--- config.mk ---
export PLATFORM = sky130hd
export DESIGN_NAME = voxel_ray_sampler_unit
export DESIGN_NICKNAME = d
export VERILOG_FILES = /design/src/rtl/vrs_pkg.sv /design/src/rtl/vrs_div.sv /design/src/rtl/vrs_queue.sv /design/src/rtl/vrs_front.sv /design/src/rtl/vrs_back.sv /design/src/rtl/voxel_ray_sampler_unit.sv
export SDC_FILE = /design/constraint.sdc
export NUM_CORES = 2
export LEC_CHECK = 0
export ABC_AREA = 1
export BUFFER_PORTS_ARGS = -buffer_cell sky130_fd_sc_hd__buf_2
export CORE_MARGIN = 2
export CORE_UTILIZATION = 55
export DETAILED_ROUTE_END_ITERATION = 10
export GPL_TIMING_DRIVEN = 0
export HOLD_SLACK_MARGIN = 0.12
export PLACE_DENSITY_LB_ADDON = 0.12
export RECOVER_POWER = 100
export SYNTH_ARGS = -nofsm -noshare
export SYNTH_HDL_FRONTEND = slang
export SYNTH_SLANG_ARGS = --single-unit
--- constraint.sdc ---
create_clock -name clk -period 8.9 [get_ports clk]
set_clock_uncertainty 0.2 [all_clocks]
set_input_delay 0.89 -clock clk [delete_from_list [all_inputs] [get_ports clk]]
set_output_delay 0.89 -clock clk [all_outputs]
set_load 0.005 [all_outputs]
--- src/rtl/vrs_pkg.sv ---
// Shared types, widths and state codes for the voxel ray sampler.
`timescale 1ns / 1ps
package vrs_pkg;

  localparam int CRD_W  = 24;  // Q12.12 coordinate
  localparam int REL_W  = 25;  // start - origin, end - start
  localparam int RES_W  = 23;  // resolution
  localparam int SZ_W   = 11;  // grid size register
  localparam int CELL_W = 10;  // emitted cell index
  localparam int QW     = 28;  // signed dividend / quotient
  localparam int DVW    = 25;  // divisor / remainder
  localparam int STW    = 26;  // step count
  localparam int CFG_IDX_W = 3;

  localparam int MAX_STEPS_DEF = 64;
  localparam int GRID_MAX_DEF  = 1024;
  localparam logic [RES_W-1:0] RES_RST  = RES_W'(409);
  localparam logic [SZ_W-1:0]  SIZE_RST = SZ_W'(1024);

  typedef enum logic [CFG_IDX_W-1:0] {
    REG_ORIGIN_X   = 3'd0,
    REG_ORIGIN_Y   = 3'd1,
    REG_ORIGIN_Z   = 3'd2,
    REG_RESOLUTION = 3'd3,
    REG_SIZE_X     = 3'd4,
    REG_SIZE_Y     = 3'd5,
    REG_SIZE_Z     = 3'd6
  } cfg_reg_t;

  typedef struct packed {
    logic [2:0][REL_W-1:0] rel;
    logic [2:0][REL_W-1:0] d;
    logic [CRD_W-1:0]      maxd;
  } ray_t;

  typedef struct packed {
    logic [2:0][CELL_W-1:0] idx;
    logic                   cell_valid;
    logic                   truncated;
    logic                   last;
  } result_t;

  typedef enum logic [3:0] {
    B_IDLE,
    B_STEPS,
    B_STEPS_W,
    B_DENOM,
    B_REL,
    B_REL_W,
    B_REM,
    B_DD,
    B_DD_W,
    B_WALK,
    B_DONE
  } back_state_t;

endpackage

--- src/rtl/vrs_div.sv ---
// Multi-cycle floor divider: signed dividend by positive divisor, one bit per cycle.
`timescale 1ns / 1ps
module vrs_div import vrs_pkg::*; (
  input  logic                  clk,
  input  logic                  rst_n,
  input  logic                  start,
  input  logic signed [QW-1:0]  dividend,
  input  logic [DVW-1:0]        divisor,
  output logic                  done,
  output logic signed [QW-1:0]  quot,
  output logic [DVW-1:0]        rem
);
  localparam int MAGW = QW - 1;
  localparam int CNTW = $clog2(MAGW + 1);

  logic              run_r, fix_r, done_r, neg_r;
  logic [CNTW-1:0]   cnt_r;
  logic [MAGW-1:0]   mag_r, mag_nxt;
  logic [DVW-1:0]    part_r, part_nxt, dvs_r;
  logic [DVW:0]      trial, diff;
  logic              ge;
  logic [QW-1:0]     absval;
  logic signed [QW-1:0] quot_r;
  logic [DVW-1:0]    rem_r;

  assign absval   = dividend[QW-1] ? (-dividend) : dividend;
  assign trial    = {part_r, mag_r[MAGW-1]};
  assign ge       = trial >= {1'b0, dvs_r};
  assign diff     = trial - {1'b0, dvs_r};
  assign part_nxt = ge ? diff[DVW-1:0] : trial[DVW-1:0];
  assign mag_nxt  = {mag_r[MAGW-2:0], ge};

  always_ff @(posedge clk) begin
    if (!rst_n) begin
      run_r  <= 1'b0;
      fix_r  <= 1'b0;
      done_r <= 1'b0;
    end else begin
      done_r <= 1'b0;
      if (start) begin
        run_r <= 1'b1;
        cnt_r <= CNTW'(MAGW);
      end else if (run_r) begin
        cnt_r <= cnt_r - 1'b1;
        if (cnt_r == CNTW'(1)) begin
          run_r <= 1'b0;
          fix_r <= 1'b1;
        end
      end else if (fix_r) begin
        fix_r  <= 1'b0;
        done_r <= 1'b1;
      end
    end
  end

  always_ff @(posedge clk) begin
    if (start) begin
      neg_r  <= dividend[QW-1];
      mag_r  <= absval[MAGW-1:0];
      part_r <= '0;
      dvs_r  <= divisor;
    end else if (run_r) begin
      mag_r  <= mag_nxt;
      part_r <= part_nxt;
    end else if (fix_r) begin
      if (neg_r && (part_r != '0)) begin
        quot_r <= -$signed({1'b0, mag_r}) - QW'(1);
        rem_r  <= dvs_r - part_r;
      end else if (neg_r) begin
        quot_r <= -$signed({1'b0, mag_r});
        rem_r  <= '0;
      end else begin
        quot_r <= $signed({1'b0, mag_r});
        rem_r  <= part_r;
      end
    end
  end

  assign done = done_r;
  assign quot = quot_r;
  assign rem  = rem_r;

endmodule

--- src/rtl/vrs_queue.sv ---
// Two-entry ray queue between the front and back parts.
`timescale 1ns / 1ps
module vrs_queue import vrs_pkg::*; (
  input  logic clk,
  input  logic rst_n,
  input  logic push,
  input  ray_t push_data,
  input  logic pop,
  output ray_t head,
  output logic empty,
  output logic full
);
  ray_t       mem_r [2];
  logic       wptr_r, rptr_r;
  logic [1:0] cnt_r;

  assign empty = (cnt_r == 2'd0);
  assign full  = (cnt_r == 2'd2);
  assign head  = mem_r[rptr_r];

  always_ff @(posedge clk) begin
    if (!rst_n) begin
      wptr_r <= 1'b0;
      rptr_r <= 1'b0;
      cnt_r  <= 2'd0;
    end else begin
      if (push) wptr_r <= ~wptr_r;
      if (pop)  rptr_r <= ~rptr_r;
      cnt_r <= cnt_r + 2'(push) - 2'(pop);
    end
  end

  always_ff @(posedge clk) begin
    if (push) mem_r[wptr_r] <= push_data;
  end

endmodule

--- src/rtl/vrs_front.sv ---
// Front part: takes a segment, forms start-origin, direction and its largest component.
`timescale 1ns / 1ps
module vrs_front import vrs_pkg::*; (
  input  logic                    start,
  input  logic                    q_full,
  input  logic [2:0][CRD_W-1:0]   seg_start,
  input  logic [2:0][CRD_W-1:0]   seg_end,
  input  logic [2:0][CRD_W-1:0]   origin,
  output logic                    busy,
  output logic                    push,
  output ray_t                    ray
);
  logic signed [REL_W-1:0] s_ext [3];
  logic signed [REL_W-1:0] e_ext [3];
  logic signed [REL_W-1:0] o_ext [3];
  logic signed [REL_W-1:0] d    [3];
  logic [CRD_W-1:0]        mag  [3];
  logic [CRD_W-1:0]        m01;

  always_comb begin
    for (int i = 0; i < 3; i++) begin
      s_ext[i] = REL_W'($signed(seg_start[i]));
      e_ext[i] = REL_W'($signed(seg_end[i]));
      o_ext[i] = REL_W'($signed(origin[i]));
      d[i]     = e_ext[i] - s_ext[i];
      mag[i]   = d[i][REL_W-1] ? CRD_W'(-d[i]) : CRD_W'(d[i]);
      ray.rel[i] = s_ext[i] - o_ext[i];
      ray.d[i]   = d[i];
    end
    m01      = (mag[1] > mag[0]) ? mag[1] : mag[0];
    ray.maxd = (mag[2] > m01) ? mag[2] : m01;
  end

  assign busy = q_full;
  assign push = start && !q_full;

endmodule

--- src/rtl/vrs_back.sv ---
// Back part: step count and per-axis setup by division, then the incremental cell walk.
`timescale 1ns / 1ps
module vrs_back import vrs_pkg::*; #(
  parameter int MAX_STEPS = MAX_STEPS_DEF,
  parameter int GRID_MAX  = GRID_MAX_DEF
) (
  input  logic                  clk,
  input  logic                  rst_n,
  input  ray_t                  head,
  input  logic                  q_empty,
  output logic                  pop,
  input  logic [RES_W-1:0]      resolution,
  input  logic [2:0][SZ_W-1:0]  size,
  output logic                  out_strobe,
  output result_t               out_res
);
  localparam int LIM_W = $clog2(MAX_STEPS + 1);

  back_state_t state_r, state_nxt;

  logic [STW-1:0]   steps_r;
  logic             trunc_r;
  logic [LIM_W-1:0] limit_r, n_r;
  logic [DVW-1:0]   denom_r;
  logic [1:0]       axis_r;
  logic [RES_W-1:0] rm_r;
  logic signed [QW-1:0] c_r  [3];
  logic signed [QW-1:0] qd_r [3];
  logic [DVW-1:0]       r_r  [3];
  logic [DVW-1:0]       rd_r [3];
  logic [2:0][SZ_W-1:0] pend_r;
  logic                 have_pend_r;
  logic                 out_strobe_r;
  result_t              out_res_r;

  logic [RES_W-1:0]     res_eff;
  logic [2:0][SZ_W-1:0] size_eff;
  logic                 div_start, div_done;
  logic signed [QW-1:0] div_dividend, div_quot;
  logic [DVW-1:0]       div_divisor, div_rem;
  logic [RES_W-1:0]     mul_b;
  logic [STW+RES_W-1:0] prod;
  logic [STW-1:0]       steps_q;

  logic [DVW:0]         sum  [3];
  logic                 wrap [3];
  logic [DVW-1:0]       nr   [3];
  logic signed [QW-1:0] nc   [3];
  logic                 outside, same, walk_end;
  logic signed [QW-1:0] rel_sel, d_sel;

  assign res_eff = (resolution == '0) ? RES_W'(1) : resolution;
  assign steps_q = div_quot[STW-1:0];
  assign rel_sel = QW'($signed(head.rel[axis_r]));
  assign d_sel   = QW'($signed(head.d[axis_r]));

  always_comb begin
    for (int i = 0; i < 3; i++) begin
      size_eff[i] = (32'(size[i]) > 32'(GRID_MAX)) ? SZ_W'(GRID_MAX) : size[i];
    end
  end

  vrs_div u_div (
    .clk      (clk),
    .rst_n    (rst_n),
    .start    (div_start),
    .dividend (div_dividend),
    .divisor  (div_divisor),
    .done     (div_done),
    .quot     (div_quot),
    .rem      (div_rem)
  );

  assign prod = steps_r * mul_b;

  // walk datapath
  always_comb begin
    outside = 1'b0;
    same    = have_pend_r;
    for (int i = 0; i < 3; i++) begin
      sum[i]  = {1'b0, r_r[i]} + {1'b0, rd_r[i]};
      wrap[i] = sum[i] >= {1'b0, denom_r};
      nr[i]   = wrap[i] ? DVW'(sum[i] - {1'b0, denom_r}) : sum[i][DVW-1:0];
      nc[i]   = c_r[i] + qd_r[i] + QW'(wrap[i]);
      if (nc[i][QW-1] || ($unsigned(nc[i]) >= QW'(size_eff[i]))) outside = 1'b1;
      if (nc[i][SZ_W-1:0] != pend_r[i]) same = 1'b0;
    end
    walk_end = (n_r >= limit_r) || outside;
  end

  always_comb begin
    state_nxt = state_r;
    unique case (state_r)
      B_IDLE:    if (!q_empty) state_nxt = B_STEPS;
      B_STEPS:   state_nxt = B_STEPS_W;
      B_STEPS_W: if (div_done) state_nxt = (steps_q < STW'(2)) ? B_DONE : B_DENOM;
      B_DENOM:   state_nxt = B_REL;
      B_REL:     state_nxt = B_REL_W;
      B_REL_W:   if (div_done) state_nxt = B_REM;
      B_REM:     state_nxt = B_DD;
      B_DD:      state_nxt = B_DD_W;
      B_DD_W:    if (div_done) state_nxt = (axis_r == 2'd2) ? B_WALK : B_REL;
      B_WALK:    if (walk_end) state_nxt = B_DONE;
      B_DONE:    state_nxt = B_IDLE;
      default:   state_nxt = B_IDLE;
    endcase
  end

  always_comb begin
    div_start    = 1'b0;
    div_dividend = rel_sel;
    div_divisor  = DVW'(res_eff);
    mul_b        = rm_r;
    pop          = 1'b0;
    unique case (state_r)
      B_STEPS: begin
        div_start    = 1'b1;
        div_dividend = QW'({head.maxd, 2'b00}) + QW'(head.maxd);
        div_divisor  = {res_eff, 2'b00};
      end
      B_REL:   div_start = 1'b1;
      B_DD: begin
        div_start    = 1'b1;
        div_dividend = d_sel;
        div_divisor  = denom_r;
      end
      B_DENOM: mul_b = res_eff;
      B_DONE:  pop = 1'b1;
      default: ;
    endcase
  end

  always_ff @(posedge clk) begin
    if (!rst_n) begin
      state_r      <= B_IDLE;
      out_strobe_r <= 1'b0;
      have_pend_r  <= 1'b0;
    end else begin
      state_r      <= state_nxt;
      out_strobe_r <= 1'b0;
      unique case (state_r)
        B_STEPS: have_pend_r <= 1'b0;
        B_WALK: begin
          if (!walk_end && !same) begin
            have_pend_r <= 1'b1;
            if (have_pend_r) out_strobe_r <= 1'b1;
          end
        end
        B_DONE: out_strobe_r <= 1'b1;
        default: ;
      endcase
    end
  end

  always_ff @(posedge clk) begin
    unique case (state_r)
      B_STEPS_W: begin
        if (div_done) begin
          steps_r <= steps_q;
          trunc_r <= steps_q > STW'(MAX_STEPS);
          limit_r <= (steps_q > STW'(MAX_STEPS)) ? LIM_W'(MAX_STEPS) : steps_q[LIM_W-1:0];
        end
      end
      B_DENOM: begin
        denom_r <= prod[DVW-1:0];
        axis_r  <= 2'd0;
      end
      B_REL_W: begin
        if (div_done) begin
          c_r[axis_r] <= div_quot;
          rm_r        <= div_rem[RES_W-1:0];
        end
      end
      B_REM: r_r[axis_r] <= prod[DVW-1:0];
      B_DD_W: begin
        if (div_done) begin
          qd_r[axis_r] <= div_quot;
          rd_r[axis_r] <= div_rem;
          axis_r       <= axis_r + 2'd1;
          n_r          <= LIM_W'(1);
        end
      end
      B_WALK: begin
        if (!walk_end) begin
          n_r <= n_r + LIM_W'(1);
          for (int i = 0; i < 3; i++) begin
            c_r[i] <= nc[i];
            r_r[i] <= nr[i];
          end
          if (!same) begin
            for (int i = 0; i < 3; i++) begin
              pend_r[i] <= nc[i][SZ_W-1:0];
              out_res_r.idx[i] <= pend_r[i][CELL_W-1:0];
            end
            out_res_r.cell_valid <= 1'b1;
            out_res_r.truncated  <= trunc_r;
            out_res_r.last       <= 1'b0;
          end
        end
      end
      B_DONE: begin
        for (int i = 0; i < 3; i++) begin
          out_res_r.idx[i] <= have_pend_r ? pend_r[i][CELL_W-1:0] : CELL_W'(0);
        end
        out_res_r.cell_valid <= have_pend_r;
        out_res_r.truncated  <= trunc_r;
        out_res_r.last       <= 1'b1;
      end
      default: ;
    endcase
  end

  assign out_strobe = out_strobe_r;
  assign out_res    = out_res_r;

`ifndef SYNTHESIS
  a_last_from_done: assert property (@(posedge clk) disable iff (!rst_n)
    (out_strobe_r && out_res_r.last) |-> ($past(state_r) == B_DONE))
    else $error("final result not from done state");
  a_empty_is_last: assert property (@(posedge clk) disable iff (!rst_n)
    (out_strobe_r && !out_res_r.cell_valid) |-> out_res_r.last)
    else $error("empty result without last");
  a_walk_bound: assert property (@(posedge clk) disable iff (!rst_n)
    (state_r == B_WALK) |-> (n_r <= limit_r))
    else $error("sample index beyond limit");
  a_pop_once: assert property (@(posedge clk) disable iff (!rst_n)
    pop |-> !q_empty)
    else $error("pop from empty queue");
`endif

endmodule

--- src/rtl/voxel_ray_sampler_unit.sv ---
// Top level of the voxel ray sampler: config registers, front, queue and back.
//
//  channel | ports                                     | transfer
//  input   | start, busy, in_start_*, in_end_*         | start && !busy
//  result  | out_strobe, out_cell_*, out_*             | out_strobe, one cycle
//  config  | cfg_valid, cfg_ready, cfg_index, cfg_data | cfg_valid && cfg_ready
//
// Per ray: seven serial divisions, each with its setup (27 quotient bits, fix-up,
// done), then the walk over the in-grid samples (at most MAX_STEPS-1). Rays on
// short segments (fewer than two steps) need only the first division.
// Two rays can wait in the queue; busy is high while it is full.
// Synchronous active-low reset; the receiver cannot stall results.
`timescale 1ns / 1ps
module voxel_ray_sampler_unit import vrs_pkg::*; #(
  parameter int MAX_STEPS = MAX_STEPS_DEF,
  parameter int GRID_MAX  = GRID_MAX_DEF
) (
  input  logic                 clk,
  input  logic                 rst_n,
  input  logic                 start,
  output logic                 busy,
  input  logic [CRD_W-1:0]     in_start_x,
  input  logic [CRD_W-1:0]     in_start_y,
  input  logic [CRD_W-1:0]     in_start_z,
  input  logic [CRD_W-1:0]     in_end_x,
  input  logic [CRD_W-1:0]     in_end_y,
  input  logic [CRD_W-1:0]     in_end_z,
  output logic                 out_strobe,
  output logic [CELL_W-1:0]    out_cell_x,
  output logic [CELL_W-1:0]    out_cell_y,
  output logic [CELL_W-1:0]    out_cell_z,
  output logic                 out_cell_valid,
  output logic                 out_truncated,
  output logic                 out_last,
  input  logic                 cfg_valid,
  output logic                 cfg_ready,
  input  logic [CFG_IDX_W-1:0] cfg_index,
  input  logic [CRD_W-1:0]     cfg_data
);
  logic [2:0][CRD_W-1:0] origin_r;
  logic [RES_W-1:0]      res_r;
  logic [2:0][SZ_W-1:0]  size_r;

  ray_t    ray, head;
  logic    push, pop, q_empty, q_full;
  result_t res;

  assign cfg_ready = 1'b1;

  always_ff @(posedge clk) begin
    if (!rst_n) begin
      origin_r <= '0;
      res_r    <= RES_RST;
      size_r   <= {3{SIZE_RST}};
    end else if (cfg_valid && cfg_ready) begin
      unique case (cfg_reg_t'(cfg_index))
        REG_ORIGIN_X:   origin_r[0] <= cfg_data;
        REG_ORIGIN_Y:   origin_r[1] <= cfg_data;
        REG_ORIGIN_Z:   origin_r[2] <= cfg_data;
        REG_RESOLUTION: res_r       <= cfg_data[RES_W-1:0];
        REG_SIZE_X:     size_r[0]   <= cfg_data[SZ_W-1:0];
        REG_SIZE_Y:     size_r[1]   <= cfg_data[SZ_W-1:0];
        REG_SIZE_Z:     size_r[2]   <= cfg_data[SZ_W-1:0];
        default: ;
      endcase
    end
  end

  vrs_front u_front (
    .start     (start),
    .q_full    (q_full),
    .seg_start ({in_start_z, in_start_y, in_start_x}),
    .seg_end   ({in_end_z, in_end_y, in_end_x}),
    .origin    (origin_r),
    .busy      (busy),
    .push      (push),
    .ray       (ray)
  );

  vrs_queue u_queue (
    .clk       (clk),
    .rst_n     (rst_n),
    .push      (push),
    .push_data (ray),
    .pop       (pop),
    .head      (head),
    .empty     (q_empty),
    .full      (q_full)
  );

  vrs_back #(
    .MAX_STEPS (MAX_STEPS),
    .GRID_MAX  (GRID_MAX)
  ) u_back (
    .clk        (clk),
    .rst_n      (rst_n),
    .head       (head),
    .q_empty    (q_empty),
    .pop        (pop),
    .resolution (res_r),
    .size       (size_r),
    .out_strobe (out_strobe),
    .out_res    (res)
  );

  assign out_cell_x     = res.idx[0];
  assign out_cell_y     = res.idx[1];
  assign out_cell_z     = res.idx[2];
  assign out_cell_valid = res.cell_valid;
  assign out_truncated  = res.truncated;
  assign out_last       = res.last;

endmodule

==> flow_results.xml <==
<?xml version="1.0" encoding="UTF-8"?>
<metrics>
  <group name="synth">
    <metric name="synth_edf_count" unit="">933</metric>
    <metric name="synthesis.area" unit="sq um">81300</metric>
    <metric name="yosys.cell_count.top_type" unit="">sky130_fd_sc_hd__nand2_1</metric>
    <metric name="synth_top_cells_by_area" unit="">sky130_fd_sc_hd__edfxtp_1 (34%), sky130_fd_sc_hd__ha_1 (9.7%), sky130_fd_sc_hd__nand2_1 (9.2%)</metric>
    <metric name="synth.distinct_cells" unit="">71</metric>
    <metric name="synth_largest_area_cell" unit="">sky130_fd_sc_hd__edfxtp_1</metric>
    <metric name="synth_seq_area_share" unit="%">38.6</metric>
    <metric name="syn-mean-instance-area" unit="sq um">8.31</metric>
    <metric name="netlist_top_cells_count" unit="">sky130_fd_sc_hd__nand2_1 (1,997), sky130_fd_sc_hd__inv_1 (1,395), sky130_fd_sc_hd__edfxtp_1 (933)</metric>
    <metric name="synth-seq-cells" unit="">1100</metric>
    <metric name="postSynthCellCount" unit="">9788</metric>
    <metric name="synth_largest_type_area_fraction" unit="%">34.5</metric>
    <metric name="ys.warnings.count" unit="">0</metric>
    <metric name="asyncSetResetFlopFracSynth" unit="%">0</metric>
    <metric name="synth_nets" unit="">10800</metric>
    <metric name="dominantRegCellSynth" unit="">sky130_fd_sc_hd__edfxtp_1</metric>
  </group>
  <group name="drt">
    <metric name="drt_iter0_drc" unit="">8332</metric>
    <metric name="avgRoutedWirePerCell" unit="um">24.5</metric>
    <metric name="firstDrtPassIters" unit="">8</metric>
    <metric name="drtAntennaViolNets" unit="">0</metric>
    <metric name="detail_route.vias_per_cell" unit="">5.96</metric>
    <metric name="route.final.wire_length" unit="um">300000</metric>
    <metric name="detail_route.drc_violations" unit="">0</metric>
    <metric name="dr_total_vias" unit="">72900</metric>
  </group>
  <group name="job">
    <metric name="maxCapViolCount" unit="">22</metric>
  </group>
  <group name="power">
    <metric name="power_switching_share" unit="%">51.1</metric>
    <metric name="pwr-share-comb" unit="%">62.7</metric>
    <metric name="ir_worst_vdd" unit="mV">1.69</metric>
    <metric name="share_seq_of_total_power" unit="%">22.9</metric>
    <metric name="clock_power_share" unit="%">14.3</metric>
    <metric name="netSwitchingPower" unit="uW">18200</metric>
    <metric name="power.density" unit="nW/um^2">397</metric>
    <metric name="p_total" unit="uW">35700</metric>
    <metric name="cellInternalPower" unit="uW">17500</metric>
    <metric name="cellLeakagePower" unit="uW">0.0394</metric>
  </group>
  <group name="critical_path">
    <metric name="timing.critical_path.required" unit="ns">9.19</metric>
    <metric name="cp_class" unit="">flip-flop to flip-flop</metric>
    <metric name="cp_max_fo" unit="">10</metric>
    <metric name="crit_slowest_cell" unit="">sky130_fd_sc_hd__xor2_1</metric>
    <metric name="worst_path_largest_cell_delay" unit="ns">0.69</metric>
    <metric name="critical_path.most_common_cell" unit="">sky130_fd_sc_hd__nand3_1</metric>
    <metric name="end_kind" unit="">flip-flop</metric>
    <metric name="critical_path.startpoint_type" unit="">flip-flop</metric>
    <metric name="worst-endpoint-arrival" unit="ns">8.89</metric>
  </group>
  <group name="floorplanning">
    <metric name="chipHeight" unit="um">388</metric>
    <metric name="core_area" unit="sq um">147000</metric>
    <metric name="placementRows" unit="">141</metric>
    <metric name="area_enclosed_by_the_die_boundary" unit="sq um">151000</metric>
    <metric name="start_util" unit="%">55.2</metric>
    <metric name="num_io_pins" unit="">211</metric>
    <metric name="chipWidth" unit="um">388</metric>
  </group>
  <group name="clock_tree">
    <metric name="cts_buffer_depth" unit="">3</metric>
    <metric name="hold_buffers" unit="">0</metric>
    <metric name="cts_made_buffers" unit="">119</metric>
    <metric name="cts_tree" unit="">done</metric>
    <metric name="htreeDepth" unit="">3</metric>
    <metric name="numClockSinks" unit="">1100</metric>
    <metric name="root_buffer" unit="">sky130_fd_sc_hd__clkbuf_16</metric>
    <metric name="clk-insertion-delay-late" unit="ns">0.78</metric>
    <metric name="path_clk_slew" unit="ns">0.06</metric>
  </group>
  <group name="grt">
    <metric name="track_usage" unit="%">38.9</metric>
    <metric name="grt-busiest-layer" unit="">met2</metric>
    <metric name="pin_count_of_the_biggest_net_entering_global_routing" unit="">35</metric>
    <metric name="global_route.overflow_total" unit="">0</metric>
    <metric name="global_route.usage.met1" unit="%">48.9</metric>
    <metric name="wire_length_of_the_first_global_routing_pass" unit="um">433000</metric>
    <metric name="global_route.usage.met3" unit="%">8.57</metric>
    <metric name="grt_pass1_vias" unit="">69400</metric>
    <metric name="antenna_found_initial" unit="">20</metric>
    <metric name="met2_usage" unit="%">60.2</metric>
  </group>
  <group name="cells_and_area">
    <metric name="syn_to_final_growth" unit="%">10.7</metric>
    <metric name="post_route_cells_drive_above_1_share" unit="%">6.67</metric>
    <metric name="layout.nets" unit="">11200</metric>
    <metric name="final_util" unit="%">61.1</metric>
    <metric name="n_fill_cell" unit="">13100</metric>
  </group>
  <group name="timing">
    <metric name="tightestPinTransition" unit="ns">2.68</metric>
    <metric name="fmax" unit="MHz">116</metric>
    <metric name="finalSetupViolCount" unit="">0</metric>
    <metric name="total_neg_setup_slack" unit="ns">0</metric>
    <metric name="final.period_utilization" unit="%">96.7</metric>
    <metric name="hold_violations" unit="">0</metric>
    <metric name="timing_max_transition_violations_final" unit="">642</metric>
    <metric name="max-slew-margin-rel" unit="%">-79.4</metric>
    <metric name="post-route-min-period" unit="ns">8.60</metric>
    <metric name="final.setup.worst_slack" unit="ns">0.297</metric>
    <metric name="finalHoldWorstSlack" unit="ns">0.246</metric>
  </group>
  <group name="place">
    <metric name="place_worst_setup_slack" unit="ns">-1.84</metric>
    <metric name="place.port_buffers" unit="">209</metric>
    <metric name="dpl.hpwl" unit="um">238000</metric>
    <metric name="gp_congestion" unit="">1.04</metric>
  </group>
  <group name="status">
    <metric name="violations" unit="">max-capacitance violations, max-slew violations</metric>
    <metric name="run_status" unit="">finished, violations left</metric>
  </group>
  <group name="hold_path">
    <metric name="min-delay-path-class" unit="">flip-flop to flip-flop</metric>
  </group>
</metrics>
-- cell usage in the layout, fill, tap and decap left out, types with 18 or more instances in the layout --
cell	Yosys	layout
sky130_fd_sc_hd__nor2_1	925	923
sky130_fd_sc_hd__a21o_1	36	36
sky130_fd_sc_hd__o21a_1	43	43
sky130_fd_sc_hd__inv_2	19	18
sky130_fd_sc_hd__o221ai_1	51	50
sky130_fd_sc_hd__o21ai_0	753	744
sky130_fd_sc_hd__a21oi_1	665	659
sky130_fd_sc_hd__dfxtp_1	167	167
sky130_fd_sc_hd__clkinv_1	9	20
sky130_fd_sc_hd__or2_2	63	63
sky130_fd_sc_hd__fa_1	255	248
sky130_fd_sc_hd__o22ai_1	99	99
sky130_fd_sc_hd__nand2_2	16	30
sky130_fd_sc_hd__o211ai_1	44	44
sky130_fd_sc_hd__nand2_1	1997	1978
sky130_fd_sc_hd__nor4_1	51	48
sky130_fd_sc_hd__a21boi_0	30	32
sky130_fd_sc_hd__edfxtp_1	933	933
sky130_fd_sc_hd__clkbuf_1	175	259
sky130_fd_sc_hd__o21ai_1	72	68
sky130_fd_sc_hd__o21bai_1	35	36
sky130_fd_sc_hd__buf_4	4	31
sky130_fd_sc_hd__clkbuf_16	0	129
sky130_fd_sc_hd__inv_1	1395	1395
sky130_fd_sc_hd__nand3_1	339	337
sky130_fd_sc_hd__ha_1	628	617
sky130_fd_sc_hd__xnor2_1	145	145
sky130_fd_sc_hd__xor2_1	352	338
sky130_fd_sc_hd__clkinv_2	1	25
sky130_fd_sc_hd__buf_2	42	195
sky130_fd_sc_hd__nand4_1	126	127
sky130_fd_sc_hd__nor3_1	94	97
sky130_fd_sc_hd__a31oi_1	46	44
sky130_fd_sc_hd__a211oi_1	22	21
-- logic make-up after synthesis --
kind of cell / Yosys count / synth area share [%]
and+or+nand+nor: 3684 / 18.8
other: 1 / 0.00461
DFF: 1100 / 38.6
adders and majority gates: 883 / 15.9
xor gates and xnor gates: 500 / 5.41
buffers and inverters: 1663 / 7.82
AOI/OAI and AO/OA: 1957 / 13.4
-- final cells by class --
type                       count  area [sq um]  share of cell area, %
sequential                  1100         31400                   34.9
timing repair buffer         276          1630                   1.81
inverter                    1424          5360                   5.95
clock inverter                70           647                  0.719
buffer                       231          1020                   1.13
tap                         1930          2410                   2.68
multi-input combinational   7025         44100                   49.1
antenna                       11          27.5                 0.0306
clock buffer                 157          3380                   3.76
-- state kept, by name, summed over array words and instances, names as in the netlist, 4 cells and up, named ones only --
name and flops:
origin_r 72, res_r 23, size_r 33, u_back.c_r 84, u_back.denom_r 25, u_back.limit_r 7
u_back.n_r 7, u_back.out_res 33, u_back.pend_r 33, u_back.qd_r 84, u_back.r_r 75, u_back.rd_r 75
u_back.rm_r 23, u_back.state_r 4, u_back.steps_r 25, u_back.u_div.cnt_r 5, u_back.u_div.dvs_r 25, u_back.u_div.mag_r 27
u_back.u_div.part_r 25, u_back.u_div.quot 28, u_back.u_div.rem 25, u_queue.mem_r 348
-- through the flow --
step	cell area (sq um)	cells
after global placement	84800	11900
after floorplan	81300	9788
after global routing	90000	12200
after detailed placement	85400	12000
after CTS	89900	12200
final	90000	12200
-- critical path, delay by kind of cell (launching register included) --
kind / cells / cell delay, ns
buffers and inverters: 11 / 1.54
adders and majority gates: 6 / 2.18
DFF: 1 / 0.40
and+or+nand+nor: 15 / 1.75
xor gates and xnor gates: 2 / 0.87
AOI/OAI and AO/OA: 8 / 1.34
-- power by group through the flow --
stage / combinational, uW / clock (uW) / sequential, uW
after floorplan: 14000 / 0 / 8440
after global placement: 21000 / 0 / 8280
after detailed placement: 21500 / 0 / 8240
after CTS: 22100 / 5140 / 8220
after global routing: 24100 / 5340 / 8300
final: 22400 / 5130 / 8200
-- what timing repair did --
item                                    in CTS  in global routing
cloned                                       3                  4
gates resized for setup                     72                103
setup buffers                               10                 22
pin swaps                                    7                 23
endpoints found under the setup margin     436                439
-- worst paths after layout --
| path | slack [ns] | cells after the start | to | from |
|---|---|---|---|---|
| worst max-delay path | 0.30 | 42 | u_back.r_r[2][23]$_DFFE_PP_ | u_back.rd_r[2][0]$_DFFE_PP_ |
| worst min-delay path | 0.25 | 0 | u_back.out_res[1]$_DFFE_PP_ | u_back.trunc_r$_DFFE_PP_ |
| worst max register to register | 0.30 | 42 | u_back.r_r[2][23]$_DFFE_PP_ | u_back.rd_r[2][0]$_DFFE_PP_ |
| worst min register to register | 0.25 | 0 | u_back.out_res[1]$_DFFE_PP_ | u_back.trunc_r$_DFFE_PP_ |
-- per-layer routing --
metal	vias to the layer above	routed length (um)
li1	33600	-
met1	34500	113000
met2	3810	130000
met3	896	32200
met4	10	23900
met5	-	238
Note: power is estimated with default switching activity, not from simulation.
